`src/gng_pkg.sv`:
```
// Shared types, constants and helpers for the grid neighbor generator.
`timescale 1ns / 1ps

package gng_pkg;

   localparam int MAX_WIDTH  = 64;
   localparam int MAX_HEIGHT = 64;

   localparam int COORD_W = 6;
   localparam int SIZE_W  = 7;
   localparam int DIR_W   = 3;
   localparam int NUM_DIR = 8;
   localparam int WIN_W   = 9;
   localparam int COL_W   = (MAX_WIDTH > 1) ? $clog2(MAX_WIDTH) : 1;
   localparam int ROW_W   = (MAX_HEIGHT > 1) ? $clog2(MAX_HEIGHT) : 1;

   localparam logic [SIZE_W-1:0] SIZE_RESET = SIZE_W'(64);

   // request kinds
   localparam logic REQ_WRITE = 1'b0;
   localparam logic REQ_QUERY = 1'b1;

   // configuration register indexes
   localparam logic CSR_GRID_WIDTH  = 1'b0;
   localparam logic CSR_GRID_HEIGHT = 1'b1;

   // offsets per direction: up, right, down, left, up-left, up-right, down-right, down-left
   localparam logic signed [1:0] DIR_DX [NUM_DIR] = '{2'sd0, 2'sd1, 2'sd0, -2'sd1,
                                                     -2'sd1, 2'sd1, 2'sd1, -2'sd1};
   localparam logic signed [1:0] DIR_DY [NUM_DIR] = '{-2'sd1, 2'sd0, 2'sd1, 2'sd0,
                                                     -2'sd1, -2'sd1, 2'sd1, 2'sd1};
   // position of each neighbor in the 3x3 window, row-major from the upper-left corner
   localparam int DIR_WIN [NUM_DIR] = '{1, 5, 7, 3, 0, 2, 8, 6};

   typedef struct packed {
      logic [SIZE_W-1:0] width;
      logic [SIZE_W-1:0] height;
   } gng_limits_type;

   typedef struct packed {
      logic               is_query;
      logic [COORD_W-1:0] x;
      logic [COORD_W-1:0] y;
      logic               walkable;
   } gng_item_type;

   // clamp a configured size to the storage and to the coordinate range
   function automatic logic [SIZE_W-1:0] limit_size(input logic [SIZE_W-1:0] v,
                                                    input int maxv);
      int lim;
      lim = (maxv < 64) ? maxv : 64;
      if (int'(v) > lim) begin
         return SIZE_W'(lim);
      end
      return v;
   endfunction

endpackage

```
`src/gng_front.sv`:
```
// Front end: accepts request beats, drops writes outside the grid, queues the rest.
`timescale 1ns / 1ps

module gng_front import gng_pkg::*; (
   input  logic               clock,
   input  logic               reset,
   input  gng_limits_type     limits,
   input  logic               req_valid,
   output logic               req_stall,
   input  logic               req_type,
   input  logic [COORD_W-1:0] req_cell_x,
   input  logic [COORD_W-1:0] req_cell_y,
   input  logic               req_cell_walkable,
   output logic               item_valid,
   output gng_item_type       item,
   input  logic               item_pop
);

   localparam int DEPTH = 2;

   gng_item_type entry_ff [DEPTH];
   logic         wr_ptr_ff, wr_ptr_in;
   logic         rd_ptr_ff, rd_ptr_in;
   logic [1:0]   count_ff, count_in;
   logic         accept;
   logic         in_grid;
   logic         push;
   logic         pop;

   assign req_stall = (count_ff == 2'(DEPTH));
   assign accept    = req_valid && !req_stall;
   assign in_grid   = ({1'b0, req_cell_x} < limits.width) &&
                      ({1'b0, req_cell_y} < limits.height);
   // writes that miss the grid leave no trace
   assign push      = accept && ((req_type == REQ_QUERY) || in_grid);
   assign pop       = item_pop && item_valid;

   assign item_valid = (count_ff != 2'd0);
   assign item       = entry_ff[rd_ptr_ff];

   always_comb begin
      wr_ptr_in = push ? !wr_ptr_ff : wr_ptr_ff;
      rd_ptr_in = pop ? !rd_ptr_ff : rd_ptr_ff;
      count_in  = count_ff;
      if (push && !pop) begin
         count_in = count_ff + 2'd1;
      end else if (pop && !push) begin
         count_in = count_ff - 2'd1;
      end
   end

   always_ff @(posedge clock) begin
      if (reset) begin
         wr_ptr_ff <= 1'b0;
         rd_ptr_ff <= 1'b0;
         count_ff  <= 2'd0;
      end else begin
         wr_ptr_ff <= wr_ptr_in;
         rd_ptr_ff <= rd_ptr_in;
         count_ff  <= count_in;
      end
      if (push) begin
         entry_ff[wr_ptr_ff].is_query <= req_type;
         entry_ff[wr_ptr_ff].x        <= req_cell_x;
         entry_ff[wr_ptr_ff].y        <= req_cell_y;
         entry_ff[wr_ptr_ff].walkable <= req_cell_walkable;
      end
   end

endmodule

```
`config.mk`:
```
export PLATFORM = sky130hd
export DESIGN_NAME = gng_front
export DESIGN_NICKNAME = d
export VERILOG_FILES = /design/src/gng_pkg.sv /design/src/gng_front.sv
export SDC_FILE = /design/constraint.sdc
export NUM_CORES = 1
export LEC_CHECK = 0
export BUFFER_PORTS_ARGS = -buffer_cell sky130_fd_sc_hd__buf_2
export CAP_MARGIN = 20
export CORE_MARGIN = 2
export CORE_UTILIZATION = 45
export DETAILED_ROUTE_END_ITERATION = 8
export PLACE_DENSITY = 0.85
export SYNTH_ARGS = -nofsm -noshare
export SYNTH_HDL_FRONTEND = slang
export SYNTH_SLANG_ARGS = --single-unit
export TNS_END_PERCENT = 30
```
`constraint.sdc`:
```
create_clock -name clock -period 2.6 [get_ports clock]
set_input_delay 0.26 -clock clock [delete_from_list [all_inputs] [get_ports clock]]
set_output_delay 0.26 -clock clock [all_outputs]
set_load 0.03 [all_outputs]
```
* Word level (Yosys, flattened, before mapping)
Memory sizes are Yosys's and may differ from the RTL's. A register that Yosys moved wholly into a read port is not among the register bits.
Cells that the tools add are included.
Widths: inputs -> output; s select.
** Word-level totals
- Bits in registers :: 4
- Bits in writable memories :: 28
- Input port bits :: 32
- Output and inout port bits :: 16
- Word-level logic and storage cells :: 29
- Memories :: 1
** Cells by class
- $add $sub $neg :: 2
- $lt $le $gt $ge :: 2
- Eq/ne operators :: 1
- Muxes and demuxes :: 6
- Reduce and logical (&&, ||, !) cells :: 14
** Memory list
- entry_ff :: depth 2, bits a word 14, rd ports 1, clocked after memory_dff 1, write ports 1, RTL line gng_front.sv:21 : gng_item_type entry_ff [DEPTH];
** Operator list (number)
- $lt 6x7->1 :: 2
- $logic_and 1x1->1 :: 6
- $logic_not 1->1 :: 5
- $mux 1 :: 4
- $mux 2 :: 2
- $reduce_bool 2->1 :: 2
- $add 2x1->2 const B :: 1
- $eq 2x2->1 const B :: 1
- $sub 2x1->2 const B :: 1
- $logic_or 1x1->1 :: 1

* Longest topological paths before layout
Gate-level depths: netlist of run 1.
- Depth after elaboration :: 8
- Gate-level depth with buffers :: 11
- Depth with buffers taken out :: 11

* Worst setup path after synthesis of run 1
No wires, ideal clock.
- Path kind :: input to register
- Start :: input port limits[11] (netlist name)
- End :: memory entry_ff[1][0] (netlist name) (enable)
- Library setup time :: 386 ps
- Arrival :: 2265 ps
- Data required time :: 2214 ps
- Setup slack :: -51 ps
- Stages on the path :: 7
- Buffers on the path :: 0
- Path through :: inv_1 > ha_1 > a21oi_1 > nor3b_1 > or4_1 > o31a_1 > nor2b_1
** Between the ends
- Cells in the longest elaborated chain, start to end :: 6
** RTL lines
- from (decl) :: RTL line gng_front.sv:7 : input gng_limits_type limits,
- $lt 6x7->1 :: RTL line gng_front.sv:32 : assign in_grid = ({1'b0, req_cell_x} < limits.width) &&
- $logic_and 1x1->1 :: RTL line gng_front.sv:32
- $logic_or 1x1->1 :: RTL line gng_front.sv:35 : assign push = accept && ((req_type == REQ_QUERY) || in_grid);
- $logic_and 1x1->1 :: RTL line gng_front.sv:35
- $mux 1 :: RTL line gng_front.sv:62 : if (push) begin
- $mux 1 (not written as such) :: RTL line gng_front.sv:66 : entry_ff[wr_ptr_ff].walkable <= req_cell_walkable;
- to (decl) :: RTL line gng_front.sv:21
Every way passes these cells.

* Worst setup path in the final report of run 1
- Start :: register count_ff[0]
- End :: register count_ff[1]
** Between the ends
- Cells in the longest elaborated chain, start to end :: 7
- Elaborated cells on any way between the ends :: 15
** RTL lines
- from (decl) :: RTL line gng_front.sv:24 : logic [1:0] count_ff, count_in;
- from (signal assigned) :: RTL line gng_front.sv:60 : count_ff <= count_in;
- $eq 2x2->1 (*) :: RTL line gng_front.sv:30 : assign req_stall = (count_ff == 2'(DEPTH));
- $logic_not 1->1 (*) :: RTL line gng_front.sv:31 : assign accept = req_valid && !req_stall;
- $logic_and 1x1->1 (*) :: RTL line gng_front.sv:31
- $logic_and 1x1->1 (*) :: RTL line gng_front.sv:35
- net push :: RTL line gng_front.sv:27 : logic push;
- $logic_not 1->1 :: RTL line gng_front.sv:47 : end else if (pop && !push) begin
- $logic_and 1x1->1 :: RTL line gng_front.sv:47
- $reduce_bool 2->1 (no source line)
Mark *: on every way through the listed nets, which the timed path passes. The rest lies on a longest branch. The select of a mux whose other input is x is not followed.
A chain may end at the register's enable or synchronous reset.

==> results of run 1 <==
-- final timing paths --
path | from | to | slack [ns] | cells after the start
max | count_ff[0] | count_ff[1] | 0.24 | 8
min | req_cell_walkable | entry_ff[1][0] | 0.12 | 1
max reg2reg | count_ff[0] | count_ff[1] | 0.24 | 8
min reg2reg | count_ff[1] | count_ff[1] | 0.51 | 2
-- layer usage --
metal | vias up | routed length [µm] | track usage
met5 | - | 0 | 0
met2 | 31 | 1460 | 0.281
met1 | 481 | 1120 | 0.161
met3 | 4 | 148 | 0.0476
met4 | 0 | 38 | 0.0912
li1 | 510 | - | -
-- Yosys cell counts --
| library cell | instances |
|---|---|
| mux2_4 | 1 |
| o21ai_0 | 1 |
| clkbuf_1 | 1 |
| edfxtp_1 | 28 |
| nor2_1 | 5 |
| nor3b_1 | 2 |
| or3_1 | 1 |
| o22ai_1 | 1 |
| a21oi_1 | 7 |
| nand3_1 | 3 |
| nor2b_1 | 2 |
| ha_1 | 11 |
| or2_2 | 1 |
| dfxtp_1 | 5 |
| inv_1 | 14 |
| o31a_1 | 1 |
| nand4b_1 | 2 |
| nand2b_1 | 3 |
| nand2_1 | 2 |
| mux2_2 | 14 |
| xor2_1 | 3 |
| or4_1 | 1 |
-- flip-flops by register name, summed over array words and instances (netlist names), named ones only --
signal / count
entry_ff: 28
count_ff: 2
rd_ptr_ff: 1
wr_ptr_ff: 1
-- report_power, final --
part / leakage, µW / total (µW) / internal, µW / switching (µW)
clock network: 0.0000320 / 262 / 103 / 160
registers: 0.000302 / 748 / 684 / 63.9
logic: 0.000504 / 607 / 248 / 359
total: 0.000839 / 1620 / 1040 / 583
-- cells by family after synthesis --
kind of cell / Yosys count / share of synthesized area
AO/OA/AOI/OAI: 10 / 0.0364
XOR/XNOR: 3 / 0.0174
adder cells (fa/ha/maj): 11 / 0.0909
buffers and inverters: 15 / 0.0372
flip-flops: 33 / 0.621
multiplexers: 15 / 0.114
AND/OR/NAND/NOR: 22 / 0.0827
-- worst reg2reg max path, cell delays in order, from the launching register on --
cell,delay [ns]
dfxtp_1,0.40
nand2b_1,0.18
nand2_1,0.06
or4_1,0.51
o31a_1,0.33
inv_1,0.08
ha_1,0.25
or3_1,0.35
a21oi_1,0.14
-- metrics by stage --
step / hold WS, ns / instance area (µm²) / utilization
global placement: 0.455 / 1840 / 0.561
finish: 0.124 / 1890 / 0.577
global route: 0.107 / 1890 / 0.577
floorplan: 0.329 / 1520 / -
CTS: 0.114 / 1890 / 0.577
detailed placement: 0.459 / 1840 / 0.561
-- cell usage in the layout, fill, tap and decap left out --
cell type / instances
clkbuf_1: 1
clkinv_2: 2
nand3_1: 3
buf_4: 5
edfxtp_1: 28
or2_2: 1
buf_2: 47
o31a_1: 1
xor2_1: 3
mux2_2: 14
or4_1: 1
ha_1: 11
nand2b_1: 3
nor2_1: 5
nand2_1: 2
nor2b_1: 1
nand4b_1: 2
mux2_4: 1
o21ai_0: 1
nor3b_1: 2
inv_1: 14
o22ai_1: 1
nor2b_2: 1
a21oi_1: 7
dfxtp_1: 5
clkbuf_4: 5
or3_1: 1
-- cell type report --
class | instances | area share
Sequential cell | 33 | 0.497
Multi-Input combinational cell | 61 | 0.274
Timing Repair Buffer | 52 | 0.144
Tap cell | 46 | 0.0304
Inverter | 14 | 0.0277
Clock buffer | 6 | 0.0218
Clock inverter | 2 | 0.00528
==> results.json, run 1 <==
{
  "outcome": "finished clean",
  "p_leak_uw": 0.000839,
  "min_path_type": "input port to flip-flop",
  "timing.fmax_mhz": 423,
  "dp_hpwl_um": 2160,
  "antenna_found_initial": 0,
  "path_delay_family": "simple AND/OR/NAND/NOR gates",
  "critical_path.max_stage_delay_ns": 0.51,
  "fin_crit_ns": 2.36,
  "port_buffers": 47,
  "path_class": "flip-flop to flip-flop",
  "fin_nets": 210,
  "fin_ws_ns": 0.236,
  "finalPower_uw": 1620,
  "antenna_cells": 0,
  "vias": 1026,
  "cp_data_arrival_time_ns": 2.62,
  "dr.pass1.iters": 4,
  "cts_sinks": 33,
  "die_x_um": 62,
  "viasPerCell": 4.79,
  "synth_cells": 109,
  "final-hold-violation-count": 0,
  "slew_viol_final": 0,
  "yosys_warnings": 0,
  "cts_hold_buf": 0,
  "grt_use_total": 0.158,
  "placed_cells": 206,
  "gp_congestion": 0.755,
  "cts.clk_slew.worst_paths_ns": 0.10,
  "ant_nets": 0,
  "numCtsBuffers": 5,
  "worst_ep_required_time_ns": 2.86,
  "grt_pass1_vias": 1061,
  "fillers": 270,
  "crit_path_max_fanout": 4,
  "ys_seq_elements": 33,
  "crit_slowest_cell": "or4_1",
  "drive_gt1_frac": 0.452,
  "power_density_nw_per_um2": 854,
  "ioPinCount": 48,
  "critical_path.cell_chain": "nand2b_1, nand2_1, or4_1, o31a_1, inv_1, ha_1, or3_1, a21oi_1",
  "synth_fp_nets": 152,
  "end_kind": "flip-flop",
  "rsz0062_at_grt": "no",
  "finClkSkew_ns": 0.00498,
  "finalCritPeriodShare": 0.909,
  "fin_cells": 214,
  "slew_headroom": 0.554,
  "post_cts_buffers": 0,
  "cts_buffer_depth": 2,
  "ctsResizeCount": 0,
  "yosysTopAreaCellShare": 0.555,
  "crit_path_start_kind": "flip-flop",
  "rows": 21,
  "grt_overflow": 0,
  "wl_per_cell_um": 12.9,
  "detail_route.wirelength_um": 2760,
  "synth_seq_area_share": 0.621,
  "cts_tree": "yes",
  "initial_core_util": 0.461,
  "clockRootBuffer": "clkbuf_4",
  "area_delta_synth_final_pct": 25.1,
  "drc": 0,
  "dp_worst_setup_slack_ns": 0.00849,
  "synth_area_um2": 1510,
  "setup_tns_ns": 0,
  "cts_max_level": 2,
  "worst-path-buf-inv": 1,
  "clk_latency_ns": 0.32,
  "coreArea_um2": 3280,
  "setup_viol": 0,
  "ir_drop_mv": 0.267,
  "die-area_um2": 3840,
  "multi_input_area_um2": 519,
  "grt_max_degree": 15,
  "tightest_slew_ns": 0.669,
  "yosys.cell_types.count": 22,
  "grt_pass1_wl_um": 4190,
  "cap_violations": 0,
  "seq_area_um2": 941,
  "yosysTopAreaCell": "edfxtp_1",
  "drtIter0Drc": 39,
  "die_h_um": 62,
  "synth_area_leaders": "edfxtp_1, mux2_2, ha_1, dfxtp_1, inv_1",
  "avgSynthCellArea_um2": 13.9
}
No activity file was read; power rests on OpenSTA's default activity.
==> run 2: changes to the inputs <==
--- a/config.mk
+++ b/config.mk
@@ -10,7 +10,8 @@
 export CORE_MARGIN = 2
 export CORE_UTILIZATION = 45
 export DETAILED_ROUTE_END_ITERATION = 8
-export PLACE_DENSITY = 0.85
+export GPL_TIMING_DRIVEN = 0
+export PLACE_DENSITY_LB_ADDON = 0.12
 export SYNTH_ARGS = -nofsm -noshare
 export SYNTH_HDL_FRONTEND = slang
 export SYNTH_SLANG_ARGS = --single-unit
==> run 2 against run 1 <==
Against the previous run:
- combinational power is 2% higher
- clock power is 38% higher
- highest routed layer unchanged
- core utilization is 0.27 points higher
- worst setup slack worse by 0.064 ns
- clock skew is 0.0069 ns higher
==> results.json, run 2 (synthesis results as in run 1) <==
{
  "dp_hpwl_um": 2030,
  "p_leak_uw": 0.000830,
  "r2r_cells": 8,
  "path_class": "flip-flop to flip-flop",
  "slew_viol_final": 0,
  "min_path_type": "input port to flip-flop",
  "cp-startpoint": "count_ff[0]",
  "r2r_slack_ns": 0.17,
  "ioPinCount": 48,
  "cap_violations": 0,
  "finalCritPeriodShare": 0.934,
  "layout_commonest_cell": "buf_2",
  "clk_latency_ns": 0.33,
  "whs_ns": 0.120,
  "viasPerCell": 4.75,
  "outcome": "finished clean",
  "gp_congestion": 0.699,
  "grt_pass1_wl_um": 3830,
  "place_area_um2": 1820,
  "die_x_um": 62,
  "cts_buffer_depth": 2,
  "area_delta_synth_final_pct": 25.7,
  "setup_tns_ns": 0,
  "largest_reg_flops": 28,
  "crit_path_start_kind": "flip-flop",
  "regMostFlops": "entry_ff",
  "finalPower_uw": 1710,
  "crit_slowest_cell": "or4_1",
  "r2r-end": "count_ff[1]",
  "cts_max_level": 2,
  "post_cts_buffers": 0,
  "finClkSkew_ns": 0.0119,
  "rows": 21,
  "grt_use_total": 0.146,
  "cp_data_arrival_time_ns": 2.69,
  "drc": 0,
  "slew_headroom": 0.615,
  "grt_pass1_vias": 888,
  "end_kind": "flip-flop",
  "crit_path_end": "count_ff[1]",
  "critical_path.max_stage_delay_ns": 0.54,
  "detail_route.wirelength_um": 2640,
  "cts_hold_buf": 0,
  "worst_ep_required_time_ns": 2.86,
  "cts_sinks": 33,
  "numCtsBuffers": 5,
  "cts_tree": "yes",
  "critical_path.cell_chain": "nand2b_1, nand2_1, or4_1, o31a_1, inv_1, ha_1, or3_1, a21oi_1",
  "wl_per_cell_um": 12.5,
  "antenna_cells": 0,
  "antenna_found_initial": 0,
  "top_regs": "entry_ff x28, count_ff x2",
  "tightest_slew_ns": 0.577,
  "vias": 1002,
  "ir_drop_mv": 0.401,
  "ant_nets": 0,
  "fin_crit_ns": 2.43,
  "timing.fmax_mhz": 412,
  "clockRootBuffer": "clkbuf_4",
  "die_h_um": 62,
  "fin_cells": 211,
  "fin_nets": 207,
  "crit_path_max_fanout": 4,
  "die-area_um2": 3840,
  "setup_viol": 0,
  "drive_gt1_frac": 0.436,
  "initial_core_util": 0.461,
  "power_density_nw_per_um2": 897,
  "cts.clk_slew.worst_paths_ns": 0.09,
  "drtIter0Drc": 11,
  "reg2reg_from": "count_ff[0]",
  "final-hold-violation-count": 0,
  "port_buffers": 47,
  "grt_max_degree": 15,
  "placed_cells": 203,
  "mostFrequentLayoutCells": "buf_2, edfxtp_1, inv_1, mux2_2, ha_1",
  "grt_overflow": 0,
  "rsz0062_at_grt": "no",
  "fillers": 292,
  "fin_area_um2": 1900,
  "dr.pass1.iters": 4,
  "coreArea_um2": 3280
}
## run 2: changes by cell type in the layout (fill, tap and decap cells not counted), sizes merged
cell / delta
clkinv: -1
bufinv: +1
clkbuf: +1
buf: -4
## run 2: final cells by class
class / instances / area, µm² / share of cell area
clock buffers: 6 / 41.3 / 0.0217
multi-input cells: 61 / 527 / 0.277
well taps: 46 / 57.6 / 0.0302
inverters: 14 / 52.6 / 0.0276
repair buffers: 48 / 246 / 0.130
plain buffers: 1 / 3.75 / 0.00197
clock inverters: 2 / 33.8 / 0.0178
flip-flops and latches: 33 / 941 / 0.494
## run 2: worst min path at each step
stage,cells after the start,from,end
CTS,1,req_cell_walkable,entry_ff[0][0]
detailed placement,1,req_cell_walkable,entry_ff[0][0]
global placement,1,req_cell_walkable,entry_ff[0][0]
global route,1,req_cell_x[0],entry_ff[0][7]
finish,1,req_cell_walkable,entry_ff[1][0]
floorplan,1,reset,count_ff[1]
## run 2: where the power goes
| part | switching [µW] | total, µW | internal [µW] |
|---|---|---|---|
| Combinational | 381 | 621 | 240 |
| Sequential | 40.1 | 725 | 685 |
| Clock | 161 | 361 | 200 |
## run 2: metal layers
metal,wire (µm),global-route usage,up-vias
met5,0,0,-
met4,27,0.0760,0
met3,176,0.0683,5
met2,1320,0.232,34
met1,1120,0.164,455
li1,-,-,508
## run 2: per-stage QoR
step,util,setup slack (ns)
4_1_cts,0.579,0.0910
5_1_grt,0.579,0.0363
3_5_place_dp,0.554,-0.322
2_1_floorplan,-,-0.00989
6_report,0.579,0.172
3_3_place_gp,0.551,-0.562
## run 2: worst max-delay path, delay by kind of cell (launching register included)
family	cells	cell delay [ns]
compound gates	2	0.49
buf+inv	1	0.09
simple gates	4	1.14
flops	1	0.40
fa+ha+maj	1	0.26
## run 2: timing repair
action | 4_1_cts | 5_1_grt
pin swaps | 0 | 1
resized for setup | 2 | 0
cloned | 0 | 0
hold endpoints to repair | 0 | 0
endpoints found under the setup margin | 21 | 8
